### config.mk
export PLATFORM = sky130hd
export DESIGN_NAME = sexpr_tokenizer
export DESIGN_NICKNAME = d
export VERILOG_FILES = /design/src/rtl/core/sexp_pkg.sv /design/src/rtl/core/sexp_lexer.sv /design/src/rtl/core/sexp_outq.sv /design/src/rtl/core/sexpr_tokenizer.sv
export SDC_FILE = /design/constraint.sdc
export NUM_CORES = 1
export LEC_CHECK = 0
export BUFFER_PORTS_ARGS = -buffer_cell sky130_fd_sc_hd__buf_4
export CAP_MARGIN = 25
export CORE_UTILIZATION = 40
export CTS_CLUSTER_DIAMETER = 150
export DETAILED_ROUTE_END_ITERATION = 6
export PLACE_DENSITY = 0.53
export SYNTH_ARGS = -nofsm -noshare
export SYNTH_HDL_FRONTEND = slang
export SYNTH_SLANG_ARGS = --single-unit
### constraint.sdc
create_clock -name clk -period 6.8 [get_ports clk]
set_input_delay 1.36 -clock clk [delete_from_list [all_inputs] [get_ports clk]]
set_output_delay 1.36 -clock clk [all_outputs]
set_load 0.03 [all_outputs]
### src/rtl/core/sexp_pkg.sv
// ---------------------------------------------------------------------------
// sexp_pkg: shared types and constants for the S-expression tokenizer
// Beat formats of both channels, token kind codes and character classes.
// ---------------------------------------------------------------------------
package sexp_pkg;

	typedef struct packed {
		logic [7:0] text_byte;
		logic       end_of_text;
	} src_item_t;

	typedef struct packed {
		logic [2:0]  kind;
		logic [62:0] number;
		logic        saturated;
		logic [7:0]  symbol_byte;
		logic        symbol_end;
		logic        run_last;
	} tok_item_t;

	localparam logic [2:0] KIND_NUMBER = 3'd0;
	localparam logic [2:0] KIND_OPEN   = 3'd1;
	localparam logic [2:0] KIND_CLOSE  = 3'd2;
	localparam logic [2:0] KIND_SYMBOL = 3'd3;
	localparam logic [2:0] KIND_END    = 3'd4;

	localparam logic [62:0] NUM_MAX = {63{1'b1}};

	localparam logic [7:0] CH_SPACE   = 8'h20;
	localparam logic [7:0] CH_NEWLINE = 8'h0A;
	localparam logic [7:0] CH_TAB     = 8'h09;
	localparam logic [7:0] CH_SEMI    = 8'h3B;
	localparam logic [7:0] CH_OPEN    = 8'h28;
	localparam logic [7:0] CH_CLOSE   = 8'h29;
	localparam logic [7:0] CH_ZERO    = 8'h30;
	localparam logic [7:0] CH_NINE    = 8'h39;

	function automatic logic is_space(input logic [7:0] c);
		return (c == CH_SPACE) || (c == CH_NEWLINE) || (c == CH_TAB);
	endfunction

	function automatic logic is_digit(input logic [7:0] c);
		return (c >= CH_ZERO) && (c <= CH_NINE);
	endfunction

	function automatic logic is_paren(input logic [7:0] c);
		return (c == CH_OPEN) || (c == CH_CLOSE);
	endfunction

	function automatic logic ends_symbol(input logic [7:0] c);
		return is_space(c) || (c == CH_SEMI) || is_paren(c);
	endfunction

endpackage

### src/rtl/core/sexp_lexer.sv
// ---------------------------------------------------------------------------
// sexp_lexer: lexer state and token decode
// Holds the lexer mode, the running number and the pending symbol byte, and
// turns one text beat into up to two token beats.
// ---------------------------------------------------------------------------
module sexp_lexer
	import sexp_pkg::*;
(
	input  logic      clk,
	input  logic      arst_n,
	input  logic      fire,
	input  src_item_t item,
	output logic [1:0] res_cnt,
	output tok_item_t res0,
	output tok_item_t res1
);

	typedef enum logic [1:0] {
		MODE_IDLE,
		MODE_COMMENT,
		MODE_NUMBER,
		MODE_SYMBOL
	} mode_t;

	mode_t       mode_q, mode_d;
	logic [62:0] acc_q, acc_d;
	logic        sat_q, sat_d;
	logic [7:0]  held_q, held_d;

	logic [7:0]  c;
	logic [7:0]  c_off;
	logic [3:0]  d;
	logic [65:0] acc_x10;
	logic [66:0] acc_next;
	logic        ovf;
	logic        do_start;
	logic        have_a, have_b;
	tok_item_t   res_a, res_b;

	assign c        = item.text_byte;
	assign c_off    = c - CH_ZERO;
	assign d        = c_off[3:0];
	assign acc_x10  = {acc_q, 3'b000} + {2'b00, acc_q, 1'b0};
	assign acc_next = {1'b0, acc_x10} + {63'd0, d};
	assign ovf      = |acc_next[66:63];

	always_comb begin
		mode_d   = mode_q;
		acc_d    = acc_q;
		sat_d    = sat_q;
		held_d   = held_q;
		do_start = 1'b0;
		have_a   = 1'b0;
		have_b   = 1'b0;
		res_a    = '0;
		res_b    = '0;

		if (item.end_of_text) begin
			if (mode_q == MODE_NUMBER) begin
				have_a          = 1'b1;
				res_a.kind      = KIND_NUMBER;
				res_a.number    = acc_q;
				res_a.saturated = sat_q;
			end else if (mode_q == MODE_SYMBOL) begin
				have_a            = 1'b1;
				res_a.kind        = KIND_SYMBOL;
				res_a.symbol_byte = held_q;
				res_a.symbol_end  = 1'b1;
			end
			have_b     = 1'b1;
			res_b.kind = KIND_END;
			mode_d     = MODE_IDLE;
			acc_d      = '0;
			sat_d      = 1'b0;
			held_d     = '0;
		end else begin
			unique case (mode_q)
				MODE_COMMENT: begin
					if (c == CH_NEWLINE) begin
						mode_d = MODE_IDLE;
					end
				end
				MODE_NUMBER: begin
					if (is_digit(c)) begin
						if (sat_q || ovf) begin
							acc_d = NUM_MAX;
							sat_d = 1'b1;
						end else begin
							acc_d = acc_next[62:0];
						end
					end else begin
						have_a          = 1'b1;
						res_a.kind      = KIND_NUMBER;
						res_a.number    = acc_q;
						res_a.saturated = sat_q;
						acc_d           = '0;
						sat_d           = 1'b0;
						do_start        = 1'b1;
					end
				end
				MODE_SYMBOL: begin
					have_a            = 1'b1;
					res_a.kind        = KIND_SYMBOL;
					res_a.symbol_byte = held_q;
					if (ends_symbol(c)) begin
						res_a.symbol_end = 1'b1;
						held_d           = '0;
						do_start         = 1'b1;
					end else begin
						held_d = c;
					end
				end
				MODE_IDLE: begin
					do_start = 1'b1;
				end
				default: begin
					do_start = 1'b1;
				end
			endcase

			if (do_start) begin
				if (is_space(c)) begin
					mode_d = MODE_IDLE;
				end else if (c == CH_SEMI) begin
					mode_d = MODE_COMMENT;
				end else if (is_digit(c)) begin
					mode_d = MODE_NUMBER;
					acc_d  = {59'd0, d};
					sat_d  = 1'b0;
				end else if (is_paren(c)) begin
					mode_d     = MODE_IDLE;
					have_b     = 1'b1;
					res_b.kind = (c == CH_OPEN) ? KIND_OPEN : KIND_CLOSE;
				end else begin
					mode_d = MODE_SYMBOL;
					held_d = c;
				end
			end
		end

		res_cnt = {1'b0, have_a} + {1'b0, have_b};
		res0    = have_a ? res_a : res_b;
		res0.run_last = !(have_a && have_b);
		res1    = res_b;
		res1.run_last = 1'b1;
	end

	always_ff @(posedge clk or negedge arst_n) begin
		if (!arst_n) begin
			mode_q <= MODE_IDLE;
			acc_q  <= '0;
			sat_q  <= 1'b0;
			held_q <= '0;
		end else if (fire) begin
			mode_q <= mode_d;
			acc_q  <= acc_d;
			sat_q  <= sat_d;
			held_q <= held_d;
		end
	end

endmodule

### src/rtl/core/sexp_outq.sv
// ---------------------------------------------------------------------------
// sexp_outq: token output queue
// A four-entry shifting queue that takes up to two token beats per cycle and
// hands one beat per cycle to the output channel while that channel does not stall.
// ---------------------------------------------------------------------------
module sexp_outq
	import sexp_pkg::*;
(
	input  logic       clk,
	input  logic       arst_n,
	input  logic [1:0] push_cnt,
	input  tok_item_t  push0,
	input  tok_item_t  push1,
	input  logic       pop,
	output logic       valid,
	output tok_item_t  head,
	output logic       room
);

	localparam int DEPTH = 4;
	localparam int CNT_W = $clog2(DEPTH + 1);

	tok_item_t        entry_q [DEPTH];
	tok_item_t        shifted [DEPTH];
	tok_item_t        entry_d [DEPTH];
	logic [CNT_W-1:0] cnt_q, cnt_d, cnt_ap;

	assign valid = (cnt_q != '0);
	assign head  = entry_q[0];
	assign room  = (cnt_q <= CNT_W'(DEPTH - 2));

	always_comb begin
		cnt_ap = cnt_q - {{(CNT_W-1){1'b0}}, pop};
		for (int i = 0; i < DEPTH - 1; i++) begin
			shifted[i] = pop ? entry_q[i+1] : entry_q[i];
		end
		shifted[DEPTH-1] = entry_q[DEPTH-1];
		for (int i = 0; i < DEPTH; i++) begin
			entry_d[i] = shifted[i];
			if ((push_cnt != 2'd0) && (cnt_ap == CNT_W'(i))) begin
				entry_d[i] = push0;
			end
			if ((push_cnt == 2'd2) && ((cnt_ap + CNT_W'(1)) == CNT_W'(i))) begin
				entry_d[i] = push1;
			end
		end
		cnt_d = cnt_ap + {{(CNT_W-2){1'b0}}, push_cnt};
	end

	always_ff @(posedge clk or negedge arst_n) begin
		if (!arst_n) begin
			cnt_q <= '0;
		end else begin
			cnt_q <= cnt_d;
		end
	end

	always_ff @(posedge clk) begin
		entry_q <= entry_d;
	end

endmodule

### src/rtl/core/sexpr_tokenizer.sv
// ---------------------------------------------------------------------------
// sexpr_tokenizer: streaming S-expression tokenizer
// Splits a byte stream into number, parenthesis, symbol-byte and end tokens.
// ---------------------------------------------------------------------------
// The source channel (src_valid, src_stall, src_item) carries one text byte
// or an end-of-text mark per beat. The token channel (tok_valid, tok_stall,
// tok_item) carries one token per beat; run_last marks the final token that
// a source beat produced, and a source beat produces zero, one or two tokens.
// A source beat is registered on entry (item_s1) and decoded from that
// register, and its tokens are written into the output queue, whose head
// drives the token channel. One source beat is taken every cycle as long
// as beats produce at most one token each and tok_stall stays low; the
// token channel runs at one beat per cycle while tok_stall is low, so a
// beat that produces two tokens is absorbed by the four-entry output queue.
// Reset puts the lexer in its idle mode with no pending number or symbol
// and empties the queue. When the receiver stalls, the queue fills and
// src_stall rises once fewer than two entries are free; no token is dropped.
// ---------------------------------------------------------------------------
module sexpr_tokenizer
	import sexp_pkg::*;
(
	input  logic      clk,
	input  logic      arst_n,
	input  logic      src_valid,
	output logic      src_stall,
	input  src_item_t src_item,
	output logic      tok_valid,
	input  logic      tok_stall,
	output tok_item_t tok_item
);

	logic       valid_s1;
	src_item_t  item_s1;
	logic       room;
	logic       fire;
	logic [1:0] res_cnt;
	tok_item_t  res0, res1;

	assign fire      = valid_s1 && room;
	assign src_stall = valid_s1 && !room;

	always_ff @(posedge clk or negedge arst_n) begin
		if (!arst_n) begin
			valid_s1 <= 1'b0;
		end else if (src_valid && !src_stall) begin
			valid_s1 <= 1'b1;
		end else if (fire) begin
			valid_s1 <= 1'b0;
		end
	end

	always_ff @(posedge clk) begin
		if (src_valid && !src_stall) begin
			item_s1 <= src_item;
		end
	end

	sexp_lexer u_lexer (
		.clk     (clk),
		.arst_n  (arst_n),
		.fire    (fire),
		.item    (item_s1),
		.res_cnt (res_cnt),
		.res0    (res0),
		.res1    (res1)
	);

	sexp_outq u_outq (
		.clk      (clk),
		.arst_n   (arst_n),
		.push_cnt (fire ? res_cnt : 2'd0),
		.push0    (res0),
		.push1    (res1),
		.pop      (tok_valid && !tok_stall),
		.valid    (tok_valid),
		.head     (tok_item),
		.room     (room)
	);

endmodule
Word level (Yosys, flattened, before mapping):

Index checks and enable logic that the tools add are counted.

* output and inout port bits: 79
* logic and storage cells: 177
* register bits after elaboration: 395

* mux-type cells: 78
* add/subtract/negate cells: 7
* equality and inequality tests: 16
* magnitude comparators: 3
* reduce and logical (&&, ||, !) cells: 41

Operator list (count)
* 77-bit two-way mux: 12
* 63-bit two-way mux: 8
* 64-bit two-way mux: 3
* 76-bit two-way mux: 1
* 66-bit by 4-bit adder with 67-bit output: 1
* 66-bit by 64-bit adder with 66-bit output: 1
* 8-bit two-way mux: 8
* 8-bit by 6-bit equality test with 1-bit output, second input constant: 4
* 9-bit two-way mux: 3
* 1-bit two-way mux: 22
* 2-bit two-way mux: 11
* 3-bit two-way mux: 7
* 3-bit nonzero test: 6
* 8-bit by 4-bit equality test with 1-bit output, second input constant: 2
* 1-bit logical AND: 14
* 3-bit by 2-bit equality test with 1-bit output, second input constant: 4
* 2-bit nonzero test: 6
* 8-bit by 6-bit greater-or-equal comparator with 1-bit output, second input constant: 1
* 8-bit by 6-bit less-or-equal comparator with 1-bit output, second input constant: 1
* 2-bit equality test, second input constant: 3
* 3-bit by 1-bit equality test with 1-bit output, second input constant: 2
* 3-bit logical NOT: 2
* 1-bit logical OR: 6
* 1-bit logical NOT: 4
* 13 further kinds: 13

Longest topological paths before layout:

Gate-level depths: netlist of run 1.

* depth in word-level cells: 16
* mapped depth: 19

By module:

A second synthesis of run 1 with hierarchy kept.

* cell total of the unflattened synthesis: 3154
* area, all modules: 29021.6 um^2

Modules (own cells, without submodules)
* sexp_outq: seq. area each 9323.9 um^2, instances 1, area an instance 17887.2 um^2, cells each 1721
* sexp_lexer: seq. area each 1851.8 um^2, instances 1, area an instance 10781.6 um^2, cells each 1415
* sexpr_tokenizer: seq. area each 295.3 um^2, instances 1, area an instance 352.8 um^2, cells each 18

Worst setup path before layout of run 1:

OpenSTA, ideal clock, no wires.

* path kind: register to register
* start: register u_lexer.acc_q[0]
* end: register u_lexer.acc_q[52]
* path buffers: 2
* setup slack: 2.101 ns
* data arrival time: 4.566 ns
* required time: 6.667 ns
* stages on the path, launching flop included: 19
* path through: dfrtp_1 -> ha_1 -> inv_1 -> fa_1 -> nor2b_1 -> o31a_4 -> o31a_1 -> or3_1 -> xor2_1 -> nand4_1 -> or3_1 -> clkbuf_1 -> nor3_4 -> nand4_2 -> nor4_2 -> o2111ai_4 -> buf_4 -> a2111oi_0 -> nor2_1

* cells in the longest elaborated chain, start to end: 12

RTL lines
* start: declaration: RTL line sexp_lexer.sv:26 `logic [62:0] acc_q, acc_d;`
* start signal: assignment: RTL line sexp_lexer.sv:151 `acc_q <= '0;`
* start signal: assignment: RTL line sexp_lexer.sv:156 `acc_q <= acc_d;`
* 66-bit by 64-bit adder with 66-bit output (*): RTL line sexp_lexer.sv:43 `assign acc_x10 = {acc_q, 3'b000} + {2'b00, acc_q, 1'b0};`
* 66-bit by 4-bit adder with 67-bit output (*): RTL line sexp_lexer.sv:44 `assign acc_next = {1'b0, acc_x10} + {63'd0, d};`
* 4-bit OR reduction: RTL line sexp_lexer.sv:45 `assign ovf = |acc_next[66:63];`
* 1-bit logical OR: RTL line sexp_lexer.sv:85 `if (sat_q || ovf) begin`
* 63-bit two-way mux (*): RTL line sexp_lexer.sv:85
* 63-bit two-way mux (*): RTL line sexp_lexer.sv:84 `if (is_digit(c)) begin`
* 63-bit two-way mux (*): RTL line sexp_lexer.sv:77 `unique case (mode_q)`
* 63-bit two-way mux: RTL line sexp_lexer.sv:126 `end else if (is_digit(c)) begin`
* 63-bit two-way mux: RTL line sexp_lexer.sv:124 `end else if (c == CH_SEMI) begin`
* 63-bit two-way mux: RTL line sexp_lexer.sv:122 `if (is_space(c)) begin`
* 63-bit two-way mux (*): RTL line sexp_lexer.sv:121 `if (do_start) begin`
* 63-bit two-way mux (*): RTL line sexp_lexer.sv:58 `if (item.end_of_text) begin`

Mark *: on every way between the ends. The rest lies on a longest branch, timed or not.
A chain may end at the register's enable or synchronous reset.

Worst setup path after layout of run 1:

* start: register u_lexer.acc_q[25]
* end: register u_lexer.acc_q[55]

The elaborated chain is that of the path after synthesis.

==> results of run 1 <==
worst max-delay path: cells and delay by family, from the launching register on:
family | cells | cell delay (ns)
simple gates | 7 | 2.96
compound gates | 5 | 1.61
fa+ha+maj | 1 | 0.61
flops | 1 | 0.55
xor+xnor | 1 | 0.46
placed cells by master, fill, tap and decap left out, types with 55 or more instances in the layout:
| cell | count |
|---|---|
| dfxtp_1 | 296 |
| inv_1 | 56 |
| o21ai_0 | 119 |
| mux2i_1 | 222 |
| xnor2_1 | 55 |
| a21oi_1 | 411 |
| nand2_1 | 225 |
| ha_1 | 69 |
| nand3_1 | 102 |
| nor3_1 | 68 |
| nor2_1 | 157 |
| a211oi_1 | 230 |
| dfrtp_1 | 78 |
| buf_4 | 126 |
cell families (layout without fill, tap and decap cells):
| kind of cell | Yosys count | in the layout |
|---|---|---|
| buffers and inverters | 372 | 269 |
| muxes | 228 | 228 |
| xor gates and xnor gates | 108 | 108 |
| DFF | 395 | 395 |
| AOI/OAI and AO/OA | 998 | 998 |
| adders and majority gates | 72 | 72 |
| and+or+nand+nor | 782 | 782 |
layout make-up:
type | count | area, um^2 | share of cell area [%]
Tap cell | 837 | 1050 | 3.86
Multi-Input combinational cell | 2188 | 14800 | 54.5
Timing Repair Buffer | 132 | 1070 | 3.96
Sequential cell | 395 | 8510 | 31.4
Clock inverter | 13 | 108 | 0.397
Inverter | 56 | 210 | 0.775
Clock buffer | 68 | 1390 | 5.12
metal layers:
layer  vias to the layer above  GRT usage (%)  share of wire [%]
met4                         0           5.97                1.8
met5                         -              0                  0
met1                     11043           38.9                 49
met2                       655           40.7                 44
li1                      10645              -                  -
met3                        84           2.70                5.2
cell usage after synthesis (8+ instances only):
master    number
clkbuf_1     171
nand4_1       43
nand3_1      102
xor2_1        52
nor2b_1       10
inv_1         56
a211oi_1     230
edfxtp_1      21
buf_1         26
nand2_1      225
a21o_1        21
dfxtp_1      296
xnor2_1       55
and3_1        45
buf_4         79
o21a_1        20
a221oi_1      11
a311oi_2      31
a211oi_2      15
or2_2          8
nor4_1        19
a21oi_1      411
nand2b_1      13
a211o_1        8
and2_1        13
o21ai_1       17
o211ai_1      14
mux2i_1      222
ha_1          69
nor3_1        70
a22o_1        10
nor2_1       161
or3_1         18
dfrtp_1       78
o21ai_0      120
buf_2         36
through the flow:
step / area (um^2) / cells / power, mW / util, % / hold slack, ns
floorplan: 25000 / 2955 / 5.23 / - / 0.430
global placement: 25600 / 3607 / 5.80 / 41.5 / 0.441
detailed placement: 25600 / 3608 / 5.87 / 41.5 / 0.446
CTS: 27100 / 3689 / 8.34 / 44.0 / 0.454
global route: 27100 / 3689 / 8.72 / 44.0 / 0.466
finish: 27100 / 3689 / 8.30 / 44.0 / 0.453
worst max path at each step:
stage,slack [ns],start,depth (start not counted),endpoint
2_1_floorplan,2.10,u_lexer.acc_q[0],18,u_lexer.acc_q[52]
3_3_place_gp,0.61,u_lexer.acc_q[25],15,u_lexer.acc_q[24]
3_5_place_dp,0.55,u_lexer.acc_q[25],15,u_lexer.acc_q[55]
4_1_cts,0.51,u_lexer.acc_q[25],14,u_lexer.acc_q[55]
5_1_grt,0.12,u_lexer.acc_q[25],14,u_lexer.acc_q[55]
6_report,0.45,u_lexer.acc_q[25],14,u_lexer.acc_q[55]
report_power, final:
group          switching (mW)  internal, mW  leakage (nW)
registers               0.349          2.84          3.68
clock network            1.01          1.45         0.741
logic                    1.66         0.993          6.20
total                    3.01          5.28          10.6
registers in the layout, indices dropped and copies added (netlist names):
register / count
item_s1: 9
u_lexer.held_q: 8
u_lexer.acc_q: 63
u_outq.entry_q: 231
valid_s1: 1
u_lexer.sat_q: 1
u_lexer.mode_q: 2
u_outq.cnt_q: 3
u_outq.head: 77
==> reports/results.tsv, run 1 <==
metric	value	unit
status	finished, final reports clean	
syn_area_per_cell	8.46	um^2
largest family of logic cells by synthesized area	compound AO/OA/AOI/OAI gates	
sequential cell area fraction in the yosys report	34.0	%
Synth Area in Compound Gates	26.7	%
ant diodes	0	
Post-CTS Hold Buffers	0	
ys flop type	dfxtp_1	
H-tree depth	2	
Final setup viols	0	
fillers	6100	
Final Net Count	2902	
Tcrit/Tclk final	93.3	%
Max Cap Viol	0	
WL per Instance	23.0	um
achievable frequency	158	MHz
post-synthesis instance total	2955	
Core Rows	91	
Area contributors post-synth	dfxtp_1 24%, mux2i_1 8.9%, a21oi_1 8.2%	
reg2reg path depth	14	
area grow syn2layout	8.46	%
number of global-route vias before repair	21031	
dpl ws	0.548	ns
Final min period	6.35	ns
CTS resizes	0	
layout cells sized above 1	11.1	%
FF-to-FF Start	u_lexer.acc_q[25]	
mux cell area share after synthesis	9.16	%
Port Buffers	91	
EDFF count, synth	21	
Setup TNS	0	ns
initial antenna violation count	0	
# clock sinks	395	
R2R Setup Slk	0.45	ns
Final Hold Viols	0	
Root Buffer	clkbuf_16	
Hold Path Class	flop to flop	
Worst Clk Skew	0.0258	ns
grt total ovfl	0	
Adder-Cell Fraction of Synth Area	3.69	%
CP Data Required Time	7.24	ns
CP cell instances	ha_1 -> nand4_1 -> nor3_1 -> a221oi_1 -> o211ai_1 -> o32ai_1 -> xnor2_1 -> nand4b_1 -> or4_1 -> or2_0 -> o41ai_2 -> or2_2 -> nor2_1 -> a221oi_1	
Hold Path Depth	2	
via count	22427	
Net Count, Synth	3040	
clock tree from TritonCTS	built	
worst setup path class	flop to flop	
largest net degree at the start of global routing	250	
xor/xnor share of the synthesized area	3.81	%
Pwr Density	306	nW/um^2
max-slew violations	0	
clock slew at reported path FFs	0.07	ns
Initial DRC Count	1879	
Routed Antenna Nets	0	
slowest CP cell	nor3_1	
Critical Path Max Stage Delay	0.66	ns
Post-Synth Simple-Gate Area	15.6	%
Post-synth ARST share	19.7	%
CP endpoint kind	flop	
Slew HR	24.0	%
DR pass1 iterations	5	
mapped cell area	25000	um^2
GP Congestion	0.907	
Leakage	10.6	nW
synthesis warning total	0	
Initial Util	40.5	%
Die X	252	um
die height	252	um
fin worst setup slack	0.453	ns
# IOs	92	
post-CTS setup buffers	0	
highest ir drop seen on vdd	0.000292	V
crit path DAT	6.79	ns
RSZ-0062 raised after global routing	false	
Slew @ Worst Pin	1.13	ns
Clk Latency, worst-skew pair	0.57	ns
clock tree buffer depth	3	
Synth Register Bits	395	
Hold Startpoint	u_outq.entry_q[29]	
Core Area	61700	um^2
Reg-to-Reg End	u_lexer.acc_q[55]	
Die ar.	63500	um^2
final routed DRC violation total	0	
crit path launch type	flop	
Crit path top cell by count	a221oi_1	
top-area cell type share of the netlist area	23.7	%
Worst Path Max Fanout	23	
Hold Path Sink	u_outq.entry_q[29]	
first-pass GRT wire length	131000	um
most area-hungry cell type in the Yosys netlist	dfxtp_1	
wirelength, routed	85000	um
Detailed Place HPWL	60000	um
vias per cell	6.08	
TritonCTS buffer count	44	
Netlist cell types	104	
GRT Total Usage	26.3	%
Power figures use the tool's default switching activity.
==> inputs of run 2 (changes only) <==
Settings changed: CORE_UTILIZATION 40 to 60, CTS_BUF_LIST from default to sky130_fd_sc_hd__clkbuf_16, PLACE_DENSITY 0.53 to 0.75.
==> reports/results.tsv, run 2 (synthesis gave the netlist of run 1 again) <==
metric	value	unit	change
Leakage	10.5	nW	-0.87%
Worst path depth	14		unchanged
Crit path top cell by count	a221oi_1		
initial antenna violation count	0		unchanged
Net Sw Power	2.99	mW	-0.64%
Routed Antenna Nets	0		unchanged
TritonCTS buffer count	43		-2.3%
highest ir drop seen on vdd	0.000344	V	+18%
crit path DAT	6.45	ns	-0.34 ns
number of global-route vias before repair	20805		-1.1%
wirelength, routed	77300	um	-9.0%
slowest CP cell	o41ai_2		
fin worst setup slack	0.809	ns	+0.356 ns
grt total ovfl	0		unchanged
Die ar.	42500	um^2	-33%
max-slew violations	0		unchanged
Initial DRC Count	2740		+46%
status	finished, violations left		
Pwr Density	303	nW/um^2	-1.0%
Detailed Place HPWL	53000	um	-12%
combinational group share of total power	33.2	%	+1.3 points
CP Data Required Time	7.26	ns	+0.02 ns
Clk network pwr share	27.3	%	-2.3 points
Tcrit/Tclk final	88.1	%	-5.2 points
P_int	5.04	mW	-4.6%
dpl ws	0.906	ns	+0.357 ns
Port Buffers	91		unchanged
Post-CTS Hold Buffers	0		unchanged
largest register by flop count	u_outq.entry_q		
first-pass GRT wire length	119000	um	-9.2%
Worst Path Max Fanout	23		unchanged
clock slew at reported path FFs	0.06	ns	about the same
ant diodes	0		unchanged
most common cell after layout, fill and taps aside	a21oi_1		
H-tree depth	2		unchanged
GRT Total Usage	35.5	%	+9.2 points
Core Area	41000	um^2	-34%
Max Cap Viol	0		unchanged
Setup TNS	0	ns	unchanged
failing checks	design-rule violations		
Clk Latency, worst-skew pair	0.59	ns	+0.02 ns
achievable frequency	167	MHz	+5.9%
design area	26500	um^2	-2.2%
GP Congestion	1.02		+13%
post-CTS setup buffers	0		unchanged
clock tree buffer depth	3		unchanged
Final setup viols	0		unchanged
via count	22805		+1.7%
CP endpoint kind	flop		
CTS resizes	0		unchanged
Core Rows	74		-19%
Die X	206	um	-18%
most frequent cells in the layout	411 x a21oi_1, 296 x dfxtp_1, 230 x a211oi_1, 225 x nand2_1, 222 x mux2i_1		
WL per Instance	22.9	um	-0.50%
Critical Path Max Stage Delay	0.71	ns	+0.05 ns
Final Net Count	2892		-0.34%
CP cell instances	ha_1 -> a21oi_1 -> o21ai_0 -> a221oi_1 -> o211ai_1 -> o32ai_1 -> xnor2_1 -> nand4b_1 -> or4_1 -> or2_0 -> o41ai_2 -> or2_2 -> nor2_1 -> a221oi_1		
final routed DRC violation total	24		+24
Final Hold Viols	0		unchanged
Slew HR	22.5	%	-1.5 points
# IOs	92		unchanged
Root Buffer	clkbuf_16		
family with the most delay on the worst path	compound AO/OA/AOI/OAI gates		
vias per cell	6.76		+11%
reg2reg path depth	14		unchanged
switch share	37.2	%	+0.94 points
# clock sinks	395		unchanged
crit path launch type	flop		
Hold Path Depth	2		unchanged
worst setup path class	flop to flop		
clock tree from TritonCTS	built		
DR pass1 iterations	7		+2
Initial Util	61.0	%	+20 points
Hold Path Class	flop to flop		
area grow syn2layout	6.13	%	
RSZ-0062 raised after global routing	false		
Buf/Inv on CP	0		unchanged
largest net degree at the start of global routing	257		+2.8%
max reg flops	231		unchanged
Area after DPL	25200	um^2	-1.6%
layout cells sized above 1	10.5	%	-0.63 points
Final min period	5.99	ns	-0.356 ns
Slew @ Worst Pin	1.16	ns	+0.0346 ns
Reg power frac	39.5	%	+1.0 points
Worst Clk Skew	0.0290	ns	+0.00319 ns
die height	206	um	-18%
run 2: worst paths after layout:
path | startpoint | end | slack [ns]
min reg2reg | u_outq.entry_q[54] | u_outq.entry_q[54] | 0.45
min | u_outq.entry_q[54] | u_outq.entry_q[54] | 0.45
min in group asynchronous | arst_n | u_lexer.acc_q[20] | 0.72
max | u_lexer.acc_q[15] | u_lexer.acc_q[53] | 0.81
max in group asynchronous | arst_n | valid_s1 | 4.87
max reg2reg | u_lexer.acc_q[15] | u_lexer.acc_q[53] | 0.81
run 2: metrics by stage:
step	cells	hold slack (ns)	utilization [%]	power, mW
3_3_place_gp	3292	0.441	61.4	5.71
3_5_place_dp	3294	0.446	61.5	5.83
5_1_grt	3373	0.473	64.7	8.40
4_1_cts	3373	0.455	64.7	8.02
2_1_floorplan	2955	0.430	-	5.23
6_report	3373	0.454	64.7	8.04
run 2: tightest hold or removal path, delay by kind of cell (launching register included):
family / cells / cell delay, ns
flip-flops: 1 / 0.30
AO/OA/AOI/OAI: 1 / 0.05
AND/OR/NAND/NOR: 1 / 0.05
run 2: area by class of cell:
class / count / area [um^2]
Clock inverter: 36 / 234
Timing Repair Buffer: 123 / 1060
Multi-Input combinational cell: 2188 / 14800
Tap cell: 532 / 666
Clock buffer: 43 / 1080
Sequential cell: 395 / 8510
Fill cell: 3398 / 14500
Inverter: 56 / 210
run 2: power by group through the flow:
stage	Clock, mW	Combinational, mW	Sequential [mW]
floorplan	0	2.16	3.07
global placement	0	2.53	3.18
detailed placement	0	2.62	3.21
CTS	2.21	2.64	3.16
global route	2.30	2.87	3.22
finish	2.19	2.67	3.17
run 2: layer usage:
metal  share of wire, %  wire, um  vias to the layer above  global-route usage, %
met5                  0         0                        -                      0
met3                7.1      5470                      119                   5.14
li1                   -         -                    10619                      -
met4                2.4      1830                        0                   10.3
met2                 45     35000                      904                   55.6
met1                 45     35000                    11163                   50.5
